[src/rtl/cocnt_pkg.sv]
// Shared constants, register indexes and controller/datapath interface types.
package cocnt_pkg;

   localparam int LABEL_BITS  = 15;
   localparam int LABEL_COUNT = 1 << LABEL_BITS;
   localparam int COL_BITS    = 12;
   localparam int MAX_WIDTH   = 1 << COL_BITS;
   localparam int WIDTH_BITS  = COL_BITS + 1;
   localparam int ROW_BITS    = 16;
   localparam int COUNT_BITS  = 15;
   localparam int CAND_COUNT  = 5;
   localparam int STEP_BITS   = 3;
   localparam int CSR_INDEX_BITS = 2;

   localparam logic [COUNT_BITS-1:0] COUNT_MAX = '1;
   localparam logic [ROW_BITS-1:0]   ROW_MAX   = '1;
   localparam logic [ROW_BITS-1:0]   ROW_WRAP  = ROW_BITS'(2);
   localparam logic [LABEL_BITS-1:0] FIRST_CLUSTER = LABEL_BITS'(2);
   localparam logic [WIDTH_BITS-1:0] WIDTH_MAX = WIDTH_BITS'(MAX_WIDTH);
   localparam logic [WIDTH_BITS-1:0] WIDTH_MIN = WIDTH_BITS'(1);

   // Configuration register indexes.
   localparam logic [CSR_INDEX_BITS-1:0] REG_IMAGE_WIDTH = CSR_INDEX_BITS'(0);
   localparam logic [CSR_INDEX_BITS-1:0] REG_MATCH_MODE  = CSR_INDEX_BITS'(1);

   localparam logic MODE_TOUCH   = 1'b0;
   localparam logic MODE_OVERLAP = 1'b1;

   // Line-buffer read steps; the last step only collects data.
   localparam logic [STEP_BITS-1:0] STEP_UP      = STEP_BITS'(0);
   localparam logic [STEP_BITS-1:0] STEP_UPRIGHT = STEP_BITS'(1);
   localparam logic [STEP_BITS-1:0] STEP_UPLEFT  = STEP_BITS'(2);
   localparam logic [STEP_BITS-1:0] STEP_LEFT    = STEP_BITS'(3);
   localparam logic [STEP_BITS-1:0] STEP_LAST    = STEP_BITS'(4);

   typedef struct packed {
      logic                  accept;
      logic                  rd_active;
      logic [STEP_BITS-1:0]  rd_step;
      logic                  eval;
      logic                  mread;
      logic                  mwrite;
      logic                  commit;
      logic                  load_rsp;
      logic                  clr_en;
      logic [LABEL_BITS-1:0] clr_addr;
   } cmd_type;

   typedef struct packed {
      logic cand_pending;
      logic last;
      logic rsp_free;
   } stat_type;

endpackage

[src/rtl/cocnt_ctrl.sv]
// Sequencer: pixel reads, evaluation, matching, commit, result load, table sweep.
module cocnt_ctrl (
   input  logic                clock,
   input  logic                reset,
   input  logic                req_valid,
   output logic                req_stall,
   input  cocnt_pkg::stat_type stat,
   output cocnt_pkg::cmd_type  cmd
);

   localparam logic [2:0] ST_CLEAR  = 3'd0;
   localparam logic [2:0] ST_IDLE   = 3'd1;
   localparam logic [2:0] ST_READ   = 3'd2;
   localparam logic [2:0] ST_EVAL   = 3'd3;
   localparam logic [2:0] ST_MREAD  = 3'd4;
   localparam logic [2:0] ST_MWRITE = 3'd5;
   localparam logic [2:0] ST_COMMIT = 3'd6;
   localparam logic [2:0] ST_RESULT = 3'd7;

   logic [2:0]                          state_ff, state_in;
   logic [cocnt_pkg::STEP_BITS-1:0]     step_ff, step_in;
   logic [cocnt_pkg::LABEL_BITS-1:0]    clr_ff, clr_in;

   always_comb begin
      state_in = state_ff;
      step_in  = step_ff;
      clr_in   = clr_ff;
      cmd      = '0;
      cmd.rd_step  = step_ff;
      cmd.clr_addr = clr_ff;
      req_stall = 1'b1;
      unique case (state_ff)
         ST_CLEAR: begin
            cmd.clr_en = 1'b1;
            clr_in = clr_ff + 1'b1;
            if (&clr_ff) begin
               state_in = ST_IDLE;
            end
         end
         ST_IDLE: begin
            req_stall = 1'b0;
            if (req_valid) begin
               cmd.accept = 1'b1;
               step_in  = '0;
               state_in = ST_READ;
            end
         end
         ST_READ: begin
            cmd.rd_active = 1'b1;
            step_in = step_ff + 1'b1;
            if (step_ff == cocnt_pkg::STEP_LAST) begin
               state_in = ST_EVAL;
            end
         end
         ST_EVAL: begin
            cmd.eval = 1'b1;
            state_in = ST_MREAD;
         end
         ST_MREAD: begin
            if (stat.cand_pending) begin
               cmd.mread = 1'b1;
               state_in = ST_MWRITE;
            end else begin
               state_in = ST_COMMIT;
            end
         end
         ST_MWRITE: begin
            cmd.mwrite = 1'b1;
            state_in = ST_MREAD;
         end
         ST_COMMIT: begin
            cmd.commit = 1'b1;
            state_in = stat.last ? ST_RESULT : ST_IDLE;
         end
         ST_RESULT: begin
            if (stat.rsp_free) begin
               cmd.load_rsp = 1'b1;
               clr_in   = '0;
               state_in = ST_CLEAR;
            end
         end
         default: begin
            state_in = ST_CLEAR;
         end
      endcase
   end

   always_ff @(posedge clock) begin
      if (reset) begin
         state_ff <= ST_CLEAR;
         step_ff  <= '0;
         clr_ff   <= '0;
      end else begin
         state_ff <= state_in;
         step_ff  <= step_in;
         clr_ff   <= clr_in;
      end
   end

`ifndef SYNTHESIS
   a_load_free: assert property (@(posedge clock) disable iff (reset)
      cmd.load_rsp |-> stat.rsp_free)
      else $error("Result loaded while the output register is still occupied.");
   a_one_cmd: assert property (@(posedge clock) disable iff (reset)
      $onehot0({cmd.accept, cmd.rd_active, cmd.eval, cmd.mread, cmd.mwrite,
                cmd.commit, cmd.load_rsp, cmd.clr_en}))
      else $error("More than one sequencer command in a cycle.");
   a_accept_step: assert property (@(posedge clock) disable iff (reset)
      cmd.accept |=> (cmd.rd_active && step_ff == cocnt_pkg::STEP_UP))
      else $error("Read sequence did not start after a transfer.");
`endif

endmodule

[config.mk]
export PLATFORM = sky130hd
export DESIGN_NAME = cocnt_ctrl
export DESIGN_NICKNAME = d
export VERILOG_FILES = /design/src/rtl/cocnt_pkg.sv /design/src/rtl/cocnt_ctrl.sv
export SDC_FILE = /design/constraint.sdc
export NUM_CORES = 1
export LEC_CHECK = 0
export BUFFER_PORTS_ARGS = -buffer_cell sky130_fd_sc_hd__buf_4
export CAP_MARGIN = 10
export CELL_PAD_IN_SITES_DETAIL_PLACEMENT = 0
export CELL_PAD_IN_SITES_GLOBAL_PLACEMENT = 1
export CORE_ASPECT_RATIO = 0.7
export CORE_MARGIN = 2
export CORE_UTILIZATION = 32
export CTS_CLUSTER_DIAMETER = 30
export DETAILED_ROUTE_END_ITERATION = 10
export PLACE_DENSITY = 0.73
export SETUP_SLACK_MARGIN = 0.02
export SLEW_MARGIN = 10
export SYNTH_ARGS = -nofsm -noshare
export SYNTH_HDL_FRONTEND = slang
export SYNTH_SLANG_ARGS = --single-unit
[constraint.sdc]
create_clock -name clock -period 2.4 [get_ports clock]
set_clock_uncertainty 0.2 [all_clocks]
set_input_delay 0 -clock clock [delete_from_list [all_inputs] [get_ports clock]]
set_output_delay 0 -clock clock [all_outputs]
set_load 0.02 [all_outputs]
# --- Word level (Yosys, flattened, before mapping) ---
# Cells that the tools add are included.
word_totals:
  reg_bits: 21
  elab_cells: 48
classes:
  add_sub_neg: 2
  n_eq_ne: 12
  muxes: 23
  reduce_logical: 8
op_table:
  columns: ["cell", "n"]
  rows:
  - ["one-hot mux 15 bit (2 select lines)", 1]
  - ["one-hot mux 3 bit (7 select lines)", 1]
  - ["2-to-1 mux 3 bit", 6]
  - ["adder 15 x 1 -> 15 bit (second input constant)", 1]
  - ["== test 3 bit (second input constant)", 5]
  - ["2-to-1 mux 15 bit", 1]
  - ["AND reduction 15 bit", 1]
  - ["2-to-1 mux 1 bit", 12]
  - ["!= test 2 bit (second input constant)", 4]
  - ["== test 3 x 2 -> 1 bit (second input constant)", 2]
  - ["one-hot mux 3 bit (2 select lines)", 1]
  - ["AND reduction 2 bit", 2]
  - ["AND reduction 4 bit", 1]
  - ["nonzero test 2 bit", 2]
  - ["adder 3 x 1 -> 3 bit (second input constant)", 1]
  - ["== test 3 x 1 -> 1 bit (second input constant)", 1]
  - ["logical NOT 3 bit", 1]
  - ["2-to-1 mux 2 bit", 1]
  - ["OR reduction 2 bit", 1]

# --- Depth between registers and ports, before layout ---
depth:
  ltp_word: 3
  ltp_mapped: 5
  mapped_depth_nobuf: 5

# --- Least setup slack after synthesis ---
# OpenSTA, ideal clock, no wires.
synth_timing:
  path_kind: "flip-flop to flip-flop"
  startpoint: "register clr_ff[0] in the netlist's numbering"
  endpoint: "register clr_ff[14] in the netlist's numbering"
  setup_ns: 0.071
  arrival_time_ns: 1.696
  required_ns: 2.129
  slack_ns: 0.433
  stages_incl_launch_ff: 6
  path_buffers: 0
  synth_period_minus_slack_ns: 1.967
  cell_sequence: "dfxtp_1 -> ha_1 -> and4_1 -> o21ai_2 -> or4_1 -> a21oi_1"
synth_via:
  elab_chain_cells: 2
synth_rtl:
  columns: ["element", "line", "rtl"]
  rows:
  - ["start, declared", "cocnt_ctrl.sv:22", "logic [cocnt_pkg::LABEL_BITS-1:0] clr_ff, clr_in;"]
  - ["start signal, assigned", "cocnt_ctrl.sv:96", "clr_ff <= clr_in;"]
  - ["adder 15 x 1 -> 15 bit", "cocnt_ctrl.sv:35", "clr_in = clr_ff + 1'b1;"]
  - ["one-hot mux 15 bit (2 select lines)", "cocnt_ctrl.sv:32", "unique case (state_ff)"]
# Every way passes these cells.
# A chain may end at the register's enable or synchronous reset.

# --- Worst setup path after layout ---
layout_timing:
  startpoint: "register state_ff[0]"
  endpoint: "register clr_ff[13] in the netlist's numbering"
layout_via:
  elab_chain_cells: 3
  elab_cells_between_ends: 6
  cone_classes: "eq/ne (2); mux (1); reduce/logical (3)"
layout_rtl:
  columns: ["element", "line", "rtl"]
  rows:
  - ["start, declared", "cocnt_ctrl.sv:20", "logic [2:0] state_ff, state_in;"]
  - ["start signal, assigned", "cocnt_ctrl.sv:94", "state_ff <= state_in;"]
  - ["== test 3 bit or logical NOT 3 bit (tied branches)", "cocnt_ctrl.sv:32", null]
  - ["!= test 2 bit (no line) or nonzero test 2 bit (tied branches)", null, null]
  - ["AND reduction 2 bit (no line)", null, null]
# Parallel ways exist; a longest one is shown, timed or not.

==> run_summary.xml <==
<?xml version="1.0" encoding="UTF-8"?>
<metrics>
  <group name="status">
    <metric name="result_of_the_run" unit="">finished clean</metric>
  </group>
  <group name="pwr">
    <metric name="pwr_density_cell" unit="nW/µm²">821</metric>
    <metric name="power_leakage" unit="nW">0.614</metric>
    <metric name="vdd.ir_drop.worst" unit="mV">0.417</metric>
  </group>
  <group name="critical_path">
    <metric name="rrSetupSlack" unit="ns">0.29</metric>
    <metric name="critical_path_arrival" unit="ns">2.10</metric>
    <metric name="start_kind" unit="">register</metric>
    <metric name="crit-reg2reg-capture" unit="">clr_ff[13]</metric>
    <metric name="critical_path_start_end_classification" unit="">reg -&gt; reg</metric>
    <metric name="regToRegStartpoint" unit="">state_ff[0]</metric>
    <metric name="critical_path_required" unit="ns">2.39</metric>
    <metric name="timing.reg2reg.worst_path_depth" unit="">4</metric>
    <metric name="setup.worst_path.end_class" unit="">register</metric>
    <metric name="critical_path_peak_fanout" unit="">13</metric>
  </group>
  <group name="grt">
    <metric name="grt_max_degree" unit="">14</metric>
    <metric name="number_of_antenna_violations_at_the_first_check_in_global_routing" unit="">0</metric>
    <metric name="grt_overflow" unit="">0</metric>
    <metric name="first_global_vias" unit="">941</metric>
    <metric name="first_pass_grt_wire_length" unit="mm">4.32</metric>
    <metric name="grt_usage" unit="">0.139</metric>
  </group>
  <group name="cells_and_area">
    <metric name="final_nets" unit="">189</metric>
    <metric name="n_fill_cell" unit="">369</metric>
    <metric name="final_layout_size_suffix_gt1_frac" unit="">0.246</metric>
    <metric name="antenna-diode-count" unit="">0</metric>
    <metric name="design_area" unit="µm²">1560</metric>
    <metric name="post_layout_nonfiller_instances" unit="">229</metric>
    <metric name="post_synthesis_to_final_layout_area_growth" unit="%">36.3</metric>
  </group>
  <group name="floorplanning">
    <metric name="coreArea" unit="µm²">3470</metric>
    <metric name="die_h" unit="µm">54.0</metric>
    <metric name="pin_count" unit="">33</metric>
    <metric name="initial_core_util" unit="">0.329</metric>
    <metric name="die_outline_area" unit="µm²">4070</metric>
    <metric name="die-width" unit="µm">75.4</metric>
    <metric name="number_of_placement_rows" unit="">18</metric>
  </group>
  <group name="timing">
    <metric name="final-hold-violation-count" unit="">0</metric>
    <metric name="fin_hold_ws" unit="ns">0.320</metric>
    <metric name="min_period" unit="ns">2.11</metric>
    <metric name="timing.final.setup_violations" unit="">0</metric>
    <metric name="fin_setup_tns" unit="ns">0</metric>
    <metric name="final.setup.worst_slack" unit="ns">0.294</metric>
    <metric name="slew_violations" unit="">0</metric>
    <metric name="maxSlewHeadroom" unit="">0.706</metric>
    <metric name="grt_setup_unrepaired" unit="">false</metric>
    <metric name="worstMarginPinSlew" unit="ns">0.430</metric>
    <metric name="final_min_period_over_clock_period" unit="">0.877</metric>
    <metric name="fmax" unit="MHz">475</metric>
  </group>
  <group name="routing">
    <metric name="detailroute.via_count" unit="">1164</metric>
    <metric name="wl_met2" unit="mm">1.23</metric>
    <metric name="wl_per_cell" unit="µm">12.3</metric>
    <metric name="met3WireLength" unit="µm">141</metric>
    <metric name="highest-signal-layer" unit="">met4</metric>
    <metric name="routedLengthMet1" unit="mm">1.45</metric>
    <metric name="drt-total-wl" unit="mm">2.83</metric>
    <metric name="antenna_left" unit="">0</metric>
    <metric name="detailedRoute.firstPassIterationCount" unit="">4</metric>
    <metric name="vias_per_cell" unit="">5.08</metric>
    <metric name="drc_violation_count_after_routing" unit="">0</metric>
    <metric name="dr.first_iter.drc_count" unit="">54</metric>
  </group>
  <group name="clocking">
    <metric name="cts_buffers" unit="">3</metric>
    <metric name="clk_pin_slew_worst_paths" unit="ns">0.08</metric>
    <metric name="cts_repair_resize_count" unit="">0</metric>
    <metric name="insertion_delay" unit="ns">0.26</metric>
    <metric name="cts.sink_count" unit="">21</metric>
    <metric name="clock_tree.htree_level_count" unit="">1</metric>
    <metric name="tritoncts" unit="">built</metric>
    <metric name="ctsRootBufferMaster" unit="">sky130_fd_sc_hd__clkbuf_8</metric>
    <metric name="clk_path_buf_depth" unit="">2</metric>
  </group>
  <group name="placement">
    <metric name="gp_congestion" unit="">0.817</metric>
    <metric name="place_inst" unit="">219</metric>
    <metric name="post_dp_cell_area" unit="µm²">1450</metric>
    <metric name="port_buffers" unit="">32</metric>
    <metric name="dp.final_hpwl" unit="mm">2.05</metric>
    <metric name="dp_worst_setup_slack" unit="ns">0.316</metric>
  </group>
  <group name="yosys">
    <metric name="async_reset_ff_frac" unit="">0</metric>
    <metric name="seq_area_frac_synth" unit="">0.368</metric>
    <metric name="dominantRegCellSynth" unit="">sky130_fd_sc_hd__dfxtp_1</metric>
    <metric name="synthTopCellsByCount" unit="">sky130_fd_sc_hd__dfxtp_1, sky130_fd_sc_hd__a21oi_1, sky130_fd_sc_hd__nor2_1, sky130_fd_sc_hd__nand2_1, sky130_fd_sc_hd__o21ai_0</metric>
    <metric name="mappedNetlistArea" unit="µm²">1140</metric>
    <metric name="synth_largest_area_cell" unit="">sky130_fd_sc_hd__dfxtp_1</metric>
    <metric name="syn_nets" unit="">148</metric>
    <metric name="synth_warnings" unit="">0</metric>
    <metric name="synth-edff-count" unit="">0</metric>
    <metric name="number_of_different_library_cells_in_the_post_synthesis_netlist" unit="">36</metric>
    <metric name="yosys-top-cells-area" unit="">sky130_fd_sc_hd__dfxtp_1, sky130_fd_sc_hd__a21oi_1, sky130_fd_sc_hd__xor2_1, sky130_fd_sc_hd__o21ai_0, sky130_fd_sc_hd__nor2_1</metric>
    <metric name="synth.ff_latch_count" unit="">21</metric>
    <metric name="yosys.area.top_type_share" unit="">0.368</metric>
    <metric name="syn_inst" unit="">139</metric>
    <metric name="synth_most_common_cell" unit="">sky130_fd_sc_hd__dfxtp_1</metric>
    <metric name="avgSynthCellArea" unit="µm²">8.21</metric>
  </group>
  <group name="min_path">
    <metric name="hold_path_class" unit="">reg -&gt; reg</metric>
    <metric name="worstHoldPathCells" unit="">2</metric>
    <metric name="hold-path-endpoint" unit="">clr_ff[14]</metric>
    <metric name="hold_path.startpoint" unit="">clr_ff[14]</metric>
  </group>
  <group name="run">
    <metric name="drv.max_cap_violation_count" unit="">0</metric>
  </group>
</metrics>
## routing by layer
metal / GRT usage / vias up
met2: 0.213 / 25
met1: 0.194 / 548
li1: - / 589
met5: 0 / -
met3: 0.0449 / 2
met4: 0.0175 / 0
## critical path, cell delays in order, from the launching register on
cell and delay [ns]:
sky130_fd_sc_hd__dfxtp_1 0.55, sky130_fd_sc_hd__and4_1 0.48, sky130_fd_sc_hd__o2111ai_4 0.21, sky130_fd_sc_hd__or4_1 0.44, sky130_fd_sc_hd__a21oi_1 0.16
## registers in the layout, indices dropped and copies added, names as in the netlist
name,count
clr_ff,15
state_ff,3
step_ff,3
## how the worst max path moves through the flow
stage / start / end / slack [ns] / depth (start not counted)
floorplan: clr_ff[0] / clr_ff[14] / 0.43 / 5
global placement: state_ff[0] / clr_ff[13] / 0.41 / 4
detailed placement: state_ff[0] / clr_ff[13] / 0.32 / 4
CTS: state_ff[0] / clr_ff[13] / 0.30 / 4
global route: state_ff[0] / clr_ff[14] / 0.18 / 4
finish: state_ff[0] / clr_ff[13] / 0.29 / 4
## cell usage in the layout, fill, tap and decap left out, types with 3 or more instances in the layout
cell type	netlist	final
sky130_fd_sc_hd__a2111oi_0	3	3
sky130_fd_sc_hd__a21oi_1	12	12
sky130_fd_sc_hd__and3_1	3	3
sky130_fd_sc_hd__and4_1	3	3
sky130_fd_sc_hd__buf_4	0	36
sky130_fd_sc_hd__clkbuf_8	0	3
sky130_fd_sc_hd__dfxtp_1	21	21
sky130_fd_sc_hd__dlygate4sd3_1	0	6
sky130_fd_sc_hd__ha_1	3	3
sky130_fd_sc_hd__inv_1	9	9
sky130_fd_sc_hd__nand2_1	10	10
sky130_fd_sc_hd__nand3_1	6	6
sky130_fd_sc_hd__nor2_1	12	12
sky130_fd_sc_hd__o21ai_0	10	10
sky130_fd_sc_hd__or3_1	6	6
sky130_fd_sc_hd__or4_1	3	3
sky130_fd_sc_hd__xor2_1	6	6
## stage by stage
| step | util | total power, mW |
|---|---|---|
| floorplan | - | 0.845 |
| global placement | 0.418 | 1.04 |
| detailed placement | 0.418 | 1.04 |
| CTS | 0.448 | 1.29 |
| global route | 0.448 | 1.37 |
| finish | 0.448 | 1.28 |
## kinds of logic (layout without fill, tap and decap cells)
group / after synthesis / count (layout) / synth area share
adder cells (fa/ha/maj): 3 / 3 / 0.0329
AND/OR/NAND/NOR: 55 / 55 / 0.268
buffers and inverters: 16 / 56 / 0.0581
flip-flops: 21 / 21 / 0.368
AO/OA/AOI/OAI: 38 / 38 / 0.227
XOR/XNOR: 6 / 6 / 0.0461
## cell type report
type | count | area (µm²) | share of cell area
clock buffers | 4 | 45.0 | 0.0290
inverters | 10 | 42.5 | 0.0274
multi-input cells | 102 | 654 | 0.421
flip-flops and latches | 21 | 420 | 0.270
well taps | 50 | 62.6 | 0.0402
repair buffers | 42 | 330 | 0.212
## what timing repair did
action / CTS / global route
endpoints found under the hold margin: 9 / 0
hold buffers: 6 / 0
buffers inserted: 0 / 0
## report_power, final
group | switching (mW) | internal, mW
sequential | 0.0815 | 0.394
combinational | 0.326 | 0.244
clock | 0.112 | 0.118
total | 0.519 | 0.757
(Power assumes the default switching activity.)
